### src/rtl/lrs_pkg.sv
// Types, codes and helper functions for the line rasterizer stepper.
// Depends on nothing; used by rtl/line_rasterizer_step.sv.
`timescale 1ns / 1ps

package lrs_pkg;

    localparam int COORD_BITS = 12;
    // The decision term spans -2*|major| .. 2*|major| and needs a sign bit.
    localparam int ERR_BITS = COORD_BITS + 3;

    typedef logic [COORD_BITS-1:0]      coord_t;
    typedef logic signed [ERR_BITS-1:0] err_t;

    typedef enum logic
    {
        ACT_LOAD = 1'b0,
        ACT_STEP = 1'b1
    } action_t;

    // Octants counted counterclockwise from the positive x axis.
    typedef enum logic [2:0]
    {
        OCT_0 = 3'd0,
        OCT_1 = 3'd1,
        OCT_2 = 3'd2,
        OCT_3 = 3'd3,
        OCT_4 = 3'd4,
        OCT_5 = 3'd5,
        OCT_6 = 3'd6,
        OCT_7 = 3'd7
    } octant_t;

    typedef struct packed
    {
        action_t action;
        coord_t  start_x;
        coord_t  start_y;
        coord_t  end_x;
        coord_t  end_y;
    } req_t;

    typedef struct packed
    {
        coord_t  point_x;
        coord_t  point_y;
        logic    on_line;
        octant_t octant;
    } res_t;

    function automatic logic major_is_x(octant_t oct);
        return oct inside {OCT_0, OCT_3, OCT_4, OCT_7};
    endfunction

    function automatic logic x_forward(octant_t oct);
        return oct inside {OCT_0, OCT_1, OCT_6, OCT_7};
    endfunction

    function automatic logic y_forward(octant_t oct);
        return oct inside {OCT_0, OCT_1, OCT_2, OCT_3};
    endfunction

    function automatic coord_t move1(coord_t v, logic fwd);
        return fwd ? (v + coord_t'(1)) : (v - coord_t'(1));
    endfunction

endpackage

### src/rtl/line_rasterizer_step.sv
// Line rasterizer stepper top level: request channel, line state and result register.
// Depends on rtl/lrs_pkg.sv.
`timescale 1ns / 1ps

// Bresenham line stepper for all eight octants. A load request latches start and end
// points and returns the start point; each step request advances one pixel along the
// major axis and returns the new point with on_line set until the end point has been
// passed, after which the position holds and on_line reads 0. The block accepts one
// request per clock while no result waits or the waiting one is taken, and returns
// its result in the cycle after acceptance; each step needs the update of the decision
// term (an add, a conditional subtract and a sign test) before the next. A waiting
// result does not block the next request as long as it is taken in the same cycle.
module line_rasterizer_step
(
    input  logic          clk,
    input  logic          rst_n,
    input  logic          req_valid,
    output logic          req_ready,
    input  lrs_pkg::req_t req_data,
    output logic          res_valid,
    input  logic          res_ready,
    output lrs_pkg::res_t res_data
);
    import lrs_pkg::*;

    coord_t  cur_x_reg,    cur_x_next;
    coord_t  cur_y_reg,    cur_y_next;
    coord_t  target_x_reg, target_x_next;
    coord_t  target_y_reg, target_y_next;
    coord_t  mag_dx_reg,   mag_dx_next;
    coord_t  mag_dy_reg,   mag_dy_next;
    err_t    err_reg,      err_next;
    octant_t octant_reg,   octant_next;
    logic    finished_reg, finished_next;

    logic    res_valid_reg;
    res_t    res_data_reg, res_data_next;

    logic    accept;

    // Load path signals.
    logic signed [COORD_BITS:0] dx, dy;
    coord_t  ax, ay;
    octant_t load_oct;
    coord_t  load_maj, load_mnr;

    // Step path signals.
    logic    mx;
    coord_t  maj, mnr;
    logic    at_end;
    logic    err_pos;

    assign req_ready = !res_valid_reg || res_ready;
    assign accept    = req_valid && req_ready;

    always_comb
    begin
        dx = $signed({1'b0, req_data.end_x}) - $signed({1'b0, req_data.start_x});
        dy = $signed({1'b0, req_data.end_y}) - $signed({1'b0, req_data.start_y});
        ax = dx[COORD_BITS] ? coord_t'(-dx) : coord_t'(dx);
        ay = dy[COORD_BITS] ? coord_t'(-dy) : coord_t'(dy);

        // A zero-length line matches none of the sign tests and takes octant 0.
        if (!dx[COORD_BITS] && (dx != '0) && !dy[COORD_BITS])
        begin
            load_oct = (ax > ay) ? OCT_0 : OCT_1;
        end
        else if ((dx[COORD_BITS] || (dx == '0)) && !dy[COORD_BITS] && (dy != '0))
        begin
            load_oct = (ax < ay) ? OCT_2 : OCT_3;
        end
        else if (dx[COORD_BITS] && (dy[COORD_BITS] || (dy == '0)))
        begin
            load_oct = (ax >= ay) ? OCT_4 : OCT_5;
        end
        else if (!dx[COORD_BITS] && dy[COORD_BITS])
        begin
            load_oct = (ax < ay) ? OCT_6 : OCT_7;
        end
        else
        begin
            load_oct = OCT_0;
        end

        load_maj = major_is_x(load_oct) ? ax : ay;
        load_mnr = major_is_x(load_oct) ? ay : ax;
    end

    always_comb
    begin
        mx      = major_is_x(octant_reg);
        maj     = mx ? mag_dx_reg : mag_dy_reg;
        mnr     = mx ? mag_dy_reg : mag_dx_reg;
        at_end  = mx ? (cur_x_reg == target_x_reg) : (cur_y_reg == target_y_reg);
        err_pos = !err_reg[ERR_BITS-1] && (err_reg != '0);

        cur_x_next    = cur_x_reg;
        cur_y_next    = cur_y_reg;
        target_x_next = target_x_reg;
        target_y_next = target_y_reg;
        mag_dx_next   = mag_dx_reg;
        mag_dy_next   = mag_dy_reg;
        err_next      = err_reg;
        octant_next   = octant_reg;
        finished_next = finished_reg;

        case (req_data.action)
            ACT_LOAD:
            begin
                cur_x_next    = req_data.start_x;
                cur_y_next    = req_data.start_y;
                target_x_next = req_data.end_x;
                target_y_next = req_data.end_y;
                mag_dx_next   = ax;
                mag_dy_next   = ay;
                octant_next   = load_oct;
                err_next      = $signed({2'b00, load_mnr, 1'b0}) - $signed({3'b000, load_maj});
                finished_next = 1'b0;
            end
            ACT_STEP:
            begin
                if (!finished_reg)
                begin
                    if (at_end)
                    begin
                        finished_next = 1'b1;
                    end
                    else
                    begin
                        // The minor axis moves when the decision term is positive.
                        err_next = err_reg + $signed({2'b00, mnr, 1'b0})
                                 - (err_pos ? $signed({2'b00, maj, 1'b0}) : err_t'(0));
                        if (mx)
                        begin
                            cur_x_next = move1(cur_x_reg, x_forward(octant_reg));
                            if (err_pos)
                            begin
                                cur_y_next = move1(cur_y_reg, y_forward(octant_reg));
                            end
                        end
                        else
                        begin
                            cur_y_next = move1(cur_y_reg, y_forward(octant_reg));
                            if (err_pos)
                            begin
                                cur_x_next = move1(cur_x_reg, x_forward(octant_reg));
                            end
                        end
                    end
                end
            end
            default:
            begin
                finished_next = finished_reg;
            end
        endcase

        res_data_next.point_x = cur_x_next;
        res_data_next.point_y = cur_y_next;
        res_data_next.on_line = !finished_next;
        res_data_next.octant  = octant_next;
    end

    always_ff @(posedge clk or negedge rst_n)
    begin
        if (!rst_n)
        begin
            cur_x_reg     <= '0;
            cur_y_reg     <= '0;
            target_x_reg  <= '0;
            target_y_reg  <= '0;
            mag_dx_reg    <= '0;
            mag_dy_reg    <= '0;
            err_reg       <= '0;
            octant_reg    <= OCT_0;
            finished_reg  <= 1'b1;
            res_valid_reg <= 1'b0;
        end
        else
        begin
            if (accept)
            begin
                cur_x_reg    <= cur_x_next;
                cur_y_reg    <= cur_y_next;
                target_x_reg <= target_x_next;
                target_y_reg <= target_y_next;
                mag_dx_reg   <= mag_dx_next;
                mag_dy_reg   <= mag_dy_next;
                err_reg      <= err_next;
                octant_reg   <= octant_next;
                finished_reg <= finished_next;
            end
            if (accept)
            begin
                res_valid_reg <= 1'b1;
            end
            else if (res_ready)
            begin
                res_valid_reg <= 1'b0;
            end
        end
    end

    always_ff @(posedge clk)
    begin
        if (accept)
        begin
            res_data_reg <= res_data_next;
        end
    end

    assign res_valid = res_valid_reg;
    assign res_data  = res_data_reg;

    // The decision term never leaves the band of plus or minus twice the major delta.
    assert property (@(posedge clk) disable iff (!rst_n)
        (err_reg <= $signed({2'b00, maj, 1'b0})) && (err_reg >= -$signed({2'b00, maj, 1'b0})))
        else $error("decision term out of range");

    // A step on a finished line holds the position and reports off the line.
    assert property (@(posedge clk) disable iff (!rst_n)
        (accept && (req_data.action == ACT_STEP) && finished_reg) |=>
        (!res_data.on_line && (cur_x_reg == $past(cur_x_reg))
            && (cur_y_reg == $past(cur_y_reg))))
        else $error("finished line moved");

    // A load returns its start point on the line.
    assert property (@(posedge clk) disable iff (!rst_n)
        (accept && (req_data.action == ACT_LOAD)) |=>
        (res_valid && res_data.on_line && (res_data.point_x == $past(req_data.start_x))
            && (res_data.point_y == $past(req_data.start_y))))
        else $error("load result does not match start point");

endmodule
### config.mk
export PLATFORM = sky130hd
export DESIGN_NAME = line_rasterizer_step
export DESIGN_NICKNAME = d
export VERILOG_FILES = /design/src/rtl/lrs_pkg.sv /design/src/rtl/line_rasterizer_step.sv
export SDC_FILE = /design/constraint.sdc
export NUM_CORES = 1
export LEC_CHECK = 0
export ABC_CLOCK_PERIOD_IN_PS = 6930
export BUFFER_PORTS_ARGS = -buffer_cell sky130_fd_sc_hd__buf_2
export CAP_MARGIN = 30
export CORE_MARGIN = 2
export CORE_UTILIZATION = 55
export CTS_BUF_LIST = sky130_fd_sc_hd__clkbuf_2 sky130_fd_sc_hd__clkbuf_4 sky130_fd_sc_hd__clkbuf_8
export CTS_CLUSTER_DIAMETER = 40
export DETAILED_ROUTE_END_ITERATION = 12
export HOLD_SLACK_MARGIN = 0.06
export PLACE_DENSITY_LB_ADDON = 0.05
export SETUP_SLACK_MARGIN = 0.3
export SLEW_MARGIN = 20
export SYNTH_ARGS = -nofsm -noshare
export SYNTH_HDL_FRONTEND = slang
export SYNTH_SLANG_ARGS = --single-unit
### constraint.sdc
create_clock -name clk -period 6.93 [get_ports clk]
set_input_delay 1.386 -clock clk [delete_from_list [all_inputs] [get_ports clk]]
set_output_delay 1.386 -clock clk [all_outputs]
set_load 0.02 [all_outputs]
Word level (Yosys, flattened, before mapping)
Cells that the tools add are included.
{ "totals": {"ff_bits": 120, "input_bits": 53, "out_inout_bits": 30, "word_cells": 109} }
{ "classes": {"n_addsub": 11, "magnitude_cmp": 3, "n_eq_ne": 13, "mux": 37, "n_bitwise": 1, "reduce_logical": 30} }
{ "op_table": {"columns": ["operator", "n"], "rows": [
  ["12-bit 2-to-1 mux", 16],
  ["12-bit one-hot mux with 2 select lines", 2],
  ["15-bit 2-to-1 mux", 2],
  ["15-bit one-hot mux with 2 select lines", 1],
  ["13-bit logical NOT", 2],
  ["13-bit nonzero test", 2],
  ["12-bit by 12-bit subtractor with 13-bit output", 2],
  ["12-bit by 1-bit adder with 12-bit output (second input constant)", 2],
  ["12-bit == test", 2],
  ["12-bit negation", 2],
  ["12-bit by 1-bit subtractor with 12-bit output (second input constant)", 2],
  ["4-bit nonzero test", 4],
  ["15-bit by 14-bit adder with 15-bit output", 1],
  ["3-bit == test (second input constant)", 5],
  ["3-bit 2-to-1 mux", 5],
  ["15-bit nonzero test", 1],
  ["15-bit by 14-bit subtractor with 15-bit output", 1],
  ["13-bit by 12-bit subtractor with 14-bit output", 1],
  ["13-bit 2-to-1 mux", 1],
  ["12-bit >= comparator", 1],
  ["12-bit greater-than comparator", 1],
  ["12-bit less-than comparator", 1],
  ["3-bit by 2-bit == test with 1-bit output (second input constant)", 3],
  ["1-bit 2-to-1 mux", 9],
  ["other kinds (11)", 26]
]} }

Longest topological paths before layout
{ "depth": {"word_depth": 14, "mapped_depth": 43, "mapped_depth_nobuf": 41} }

Worst setup path before layout
No wires, ideal clock.
{ "synth_path": {"kind": "input -> register", "from": "in req_data[12] (netlist bit)", "to": "reg err_reg[12]", "setup_ps": 132, "arrival_ps": 8300, "required_time_ps": 6798, "setup_slack_ps": -1502, "path_stages": 41, "path_buffers": 2, "path_cell_list": "inv_1 > ha_1 > fa_1 > nand2b_1 > a211oi_2 > o2111ai_1 > a31oi_1 > nand2_1 > o21ai_0 > inv_1 > ha_1 > nor2b_1 > o21a_1 > o21ai_0 > a21oi_1 > a211oi_1 > o21bai_1 > a211oi_1 > [... 5 more ...] > buf_1 > o21ai_0 > ha_1 > nor2b_1 > o21ai_0 > a21boi_0 > o21ai_0 > a21boi_0 > o21ai_0 > nand2_1 > and2_1 > o21ai_0 > nand2b_1 > a21o_1 > a21oi_1 > xor2_1 > a211oi_1 > a21oi_1"} }
{ "synth_between": {"elab_chain_len": 14, "word_cells_on_any_way": 33, "classes_between": "add/sub (3); order compare (3); eq/ne (3); mux (12); reduce/logical (12)"} }
{ "synth_lines": {"columns": ["item", "line_no", "text"], "rows": [
  ["start, declared", "line_rasterizer_step.sv:19", "input lrs_pkg::req_t req_data,"],
  ["12-bit by 12-bit subtractor with 13-bit output *", "line_rasterizer_step.sv:58", "dx = $signed({1'b0, req_data.end_x}) - $signed({1'b0, req_data.start_x});"],
  ["12-bit negation", "line_rasterizer_step.sv:60", "ax = dx[COORD_BITS] ? coord_t'(-dx) : coord_t'(dx);"],
  ["12-bit 2-to-1 mux *", "line_rasterizer_step.sv:60", null],
  ["net ax[1]", "line_rasterizer_step.sv:43", "coord_t ax, ay;"],
  ["12-bit less-than comparator", "line_rasterizer_step.sv:70, line_rasterizer_step.sv:78", null],
  ["1-bit 2-to-1 mux", "line_rasterizer_step.sv:70, line_rasterizer_step.sv:78", null],
  ["3-bit 2-to-1 mux", "line_rasterizer_step.sv:76", "else if (!dx[COORD_BITS] && dy[COORD_BITS])"],
  ["3-bit 2-to-1 mux", "line_rasterizer_step.sv:72", "else if (dx[COORD_BITS] && (dy[COORD_BITS] || (dy == '0)))"],
  ["3-bit 2-to-1 mux", "line_rasterizer_step.sv:68", "else if ((dx[COORD_BITS] || (dx == '0)) && !dy[COORD_BITS] && (dy != '0))"],
  ["3-bit 2-to-1 mux", "line_rasterizer_step.sv:64", "if (!dx[COORD_BITS] && (dx != '0) && !dy[COORD_BITS])"],
  ["3-bit by 2-bit == test with 1-bit output (tied with other cells)", "lrs_pkg.sv:51", "return oct inside {OCT_0, OCT_3, OCT_4, OCT_7};"],
  ["4-bit nonzero test", "lrs_pkg.sv:51", null],
  ["12-bit 2-to-1 mux, on equally long branches", "line_rasterizer_step.sv:86, line_rasterizer_step.sv:85", null],
  ["13-bit by 12-bit subtractor with 14-bit output *", "line_rasterizer_step.sv:117", "err_next = $signed({2'b00, load_mnr, 1'b0}) - $signed({3'b000, load_maj});"],
  ["15-bit one-hot mux with 2 select lines *", "line_rasterizer_step.sv:107", "case (req_data.action)"],
  ["end signal, assigned", "line_rasterizer_step.sv:189", "err_reg <= err_next;"],
  ["end, declared", "line_rasterizer_step.sv:32", "err_t err_reg, err_next;"]
]} }
The timed path passes the listed nets; every way through them passes the cells marked *.
A chain may end at the register's enable or synchronous reset.

Worst setup path in the final report
{ "layout_path": {"from": "in req_data[39] (netlist bit)", "to": "reg err_reg[12]"} }
Same word-level chain as after synthesis.

==> impl_metrics.json <==
{
  "nets": 1737,
  "p_leak_nw": 7.00,
  "cts_hold_buffers": 0,
  "crit_path_top_delay_cell": "ha_1",
  "yosysTopAreaCell": "dfrtp_1",
  "globalplace.congestion": 0.899,
  "crit_path_end": "err_reg[12]$_DFFE_PN0P_",
  "violations": "setup timing",
  "synth_nets": 1402,
  "critPathLaunch": "req_data[39]",
  "r2r-end": "err_reg[14]$_DFFE_PN0P_",
  "worstSetupPathType": "input port to flop",
  "regToRegStartpoint": "err_reg[3]$_DFFE_PN0P_",
  "synthTopCellsByArea": "dfrtp_1 (22%), ha_1 (10%), edfxtp_1 (8.2%)",
  "hpwl_um": 22200,
  "setup_viol": 12,
  "cpMostUsedCell": "o21ai_2",
  "ys_ff_latch": 120,
  "io_pins": 83,
  "drv_slew": 0,
  "track_usage_pct": 31.4,
  "rsz0062_at_grt": "true",
  "numCtsBuffers": 17,
  "drcViolationCount": 0,
  "diodes": 0,
  "hold_violations": 0,
  "period_share_pct": 107,
  "synthArstFlopShare_pct": 76.7,
  "ff2ff_setup_slack_ns": 1.49,
  "wirelength_um": 32100,
  "cp.arrival_ns": 7.75,
  "ant_nets": 0,
  "root_buffer": "clkbuf_8",
  "combPwrFrac_pct": 76.0,
  "clkPwrFrac_pct": 8.7,
  "reg2regPathDepth": 21,
  "cts_buffer_depth": 2,
  "hp-class": "flop to flop",
  "area_delta_synth_final_pct": 36.6,
  "antenna_found_initial": 0,
  "first_pass_iters": 10,
  "synthCells": 1249,
  "p_sw_share_pct": 46.0,
  "htree_levels": 4,
  "total_power_mw": 7.82,
  "worstPathMaxFanout": 5,
  "synth_top_area_share_pct": 22.1,
  "required_ns": 7.25,
  "switchingPower_mw": 3.60,
  "ys_types": 75,
  "p_per_area_nw_per_um2": 557,
  "core_area_um2": 18500,
  "yosysSeqAreaShare_pct": 30.6,
  "drive_gt1_share_pct": 31.6,
  "seqPwrFrac_pct": 15.3,
  "grt_pass1_wl_um": 49800,
  "die_x_um": 141,
  "synth_ff_type": "dfrtp_1",
  "status": "complete, but fails checks",
  "port_buffers": 82,
  "post-route-min-period_ns": 7.43,
  "p_int_mw": 4.22,
  "avgRoutedWirePerCell_um": 17.5,
  "fin_ws_ns": -0.495,
  "end_kind": "flop",
  "viasPerCell": 5.70,
  "clock-sinks": 120,
  "syn_avg_cell_area_um2": 8.23,
  "fin_worst_skew_ns": 0.0140,
  "syn-cell-area_um2": 10300,
  "ir_drop_mv": 0.316,
  "ff_latch_area_um2": 3140,
  "grt_pass1_vias": 10100,
  "num_rows": 50,
  "worst_pin_slew_ns": 0.905,
  "die_area_um2": 19800,
  "critPathLaunchType": "input port",
  "multiInputGateArea_um2": 7060,
  "start_util_pct": 55.5,
  "largest_register_ffs": 28,
  "synth_edf_count": 28,
  "setup_tns_ns": -3.24,
  "routed-via-count": 10400,
  "gr-total-overflow": 0,
  "clkTransAtPathRegs_ns": 0.08,
  "cp_slowest_stage_delay_ns": 0.31,
  "yosysWarnings": 0,
  "clk_latency_ns": 0.47,
  "cts_tree": "done",
  "grt_max_degree": 62,
  "die_h_um": 141,
  "fillers": 1239,
  "post-route-util_pct": 75.9,
  "max_freq_mhz": 135,
  "maxSlewHeadroom_pct": 39.5,
  "place_inst": 1742,
  "drtIter0Drc": 866,
  "final_cells": 1831,
  "max_cap_viol_count": 0
}
## power groups by stage
stage	sequential, mW	combinational (mW)	clock (mW)
floorplan	1.21	3.40	0
global route	1.22	6.53	0.714
detailed placement	1.20	4.89	0
finish	1.19	5.94	0.682
CTS	1.19	5.45	0.686
global placement	1.19	4.77	0
## area by class of cell
type | count | share of cell area [%]
sequential | 120 | 22.4
timing repair buffer | 360 | 19.1
inverter | 119 | 3.29
clock buffer | 18 | 1.76
multi-input combinational | 966 | 50.3
tap | 234 | 2.08
clock inverter | 14 | 1.15
## cells in the mapped netlist, drive strengths merged, types with 3 or more instances
library cell and number:
nand3 13, nand2b 12, o2111ai 5, nor4 9
o21ai 92, o31ai 5, o21a 7, nor3 14
nand2 208, nor3b 3, nor2b 12, fa 18
a211oi 17, nand4 6, and2 7, a22oi 3
a211o 4, inv 118, o211ai 5, or3 8
nor2 94, xnor2 46, edfxtp 28, buf 13
dfrtp 91, o221ai 5, clkbuf 31, o22ai 6
xor2 43, mux2 8, mux2i 54, a31oi 8
a21boi 7, o21bai 19, a21oi 97, and3 7
ha 82, or2 5, a21o 15
## logic make-up after synthesis
family | share of synthesized area (%)
buffers and inverters | 6.05
XOR/XNOR | 7.89
AO/OA/AOI/OAI | 18.8
flip-flops | 30.6
AND/OR/NAND/NOR | 17.1
adder cells (fa/ha/maj) | 13.5
multiplexers | 6.17
## timing repair
| action | CTS | global route |
|---|---|---|
| endpoints found under the setup margin | 11 | 15 |
| setup buffers | 39 | 17 |
| cloned | 1 | 0 |
| resized for setup | 54 | 75 |
| pin swaps | 33 | 43 |
| hold endpoints to repair | 0 | 0 |
## worst max-delay path, delay by kind of cell
kind                       cells  cell delay, ns
adders and majority gates      3            0.84
buffers and inverters          8            0.95
xor gates and xnor gates       2            0.30
and+or+nand+nor               11            1.90
AOI/OAI and AO/OA             16            2.32
## through the flow
step | worst slack (ns) | area (um^2) | hold WS [ns]
2_1_floorplan | -0.574 | 10500 | 0.447
3_3_place_gp | -0.887 | 12700 | 0.465
3_5_place_dp | -1.18 | 12700 | 0.467
4_1_cts | -0.473 | 13600 | 0.489
5_1_grt | -0.823 | 14000 | 0.532
6_report | -0.495 | 14000 | 0.493
## routing by layer
layer  part of all wire (%)  vias to the layer above  track usage [%]
li1                       -                     4963                -
met1                     43                     4934             43.0
met2                     47                      439             52.1
met3                    6.3                      102             4.21
met4                    3.4                        0             9.89
met5                      0                        -                0
## layout by cell type (no fill, tap or decap), types with 54 or more instances in the layout
master,netlist,final
a21oi_1,96,83
buf_2,2,77
buf_4,0,246
dfrtp_1,91,91
ha_1,82,77
inv_1,118,114
mux2i_1,54,54
nand2_1,208,202
nor2_1,94,85
o21ai_0,83,66
## worst min-delay path by stage
| stage | startpoint | to | slack [ns] | depth (start not counted) |
|---|---|---|---|---|
| after floorplan | err_reg[0]$_DFFE_PN0P_ | err_reg[0]$_DFFE_PN0P_ | 0.45 | 2 |
| after global placement | err_reg[0]$_DFFE_PN0P_ | err_reg[0]$_DFFE_PN0P_ | 0.47 | 2 |
| after detailed placement | err_reg[0]$_DFFE_PN0P_ | err_reg[0]$_DFFE_PN0P_ | 0.47 | 2 |
| after CTS | err_reg[0]$_DFFE_PN0P_ | err_reg[0]$_DFFE_PN0P_ | 0.49 | 2 |
| after global routing | finished_reg$_DFFE_PN1P_ | finished_reg$_DFFE_PN1P_ | 0.53 | 2 |
| final | err_reg[0]$_DFFE_PN0P_ | err_reg[0]$_DFFE_PN0P_ | 0.49 | 2 |
Note: power is estimated with default switching activity, not from simulation.
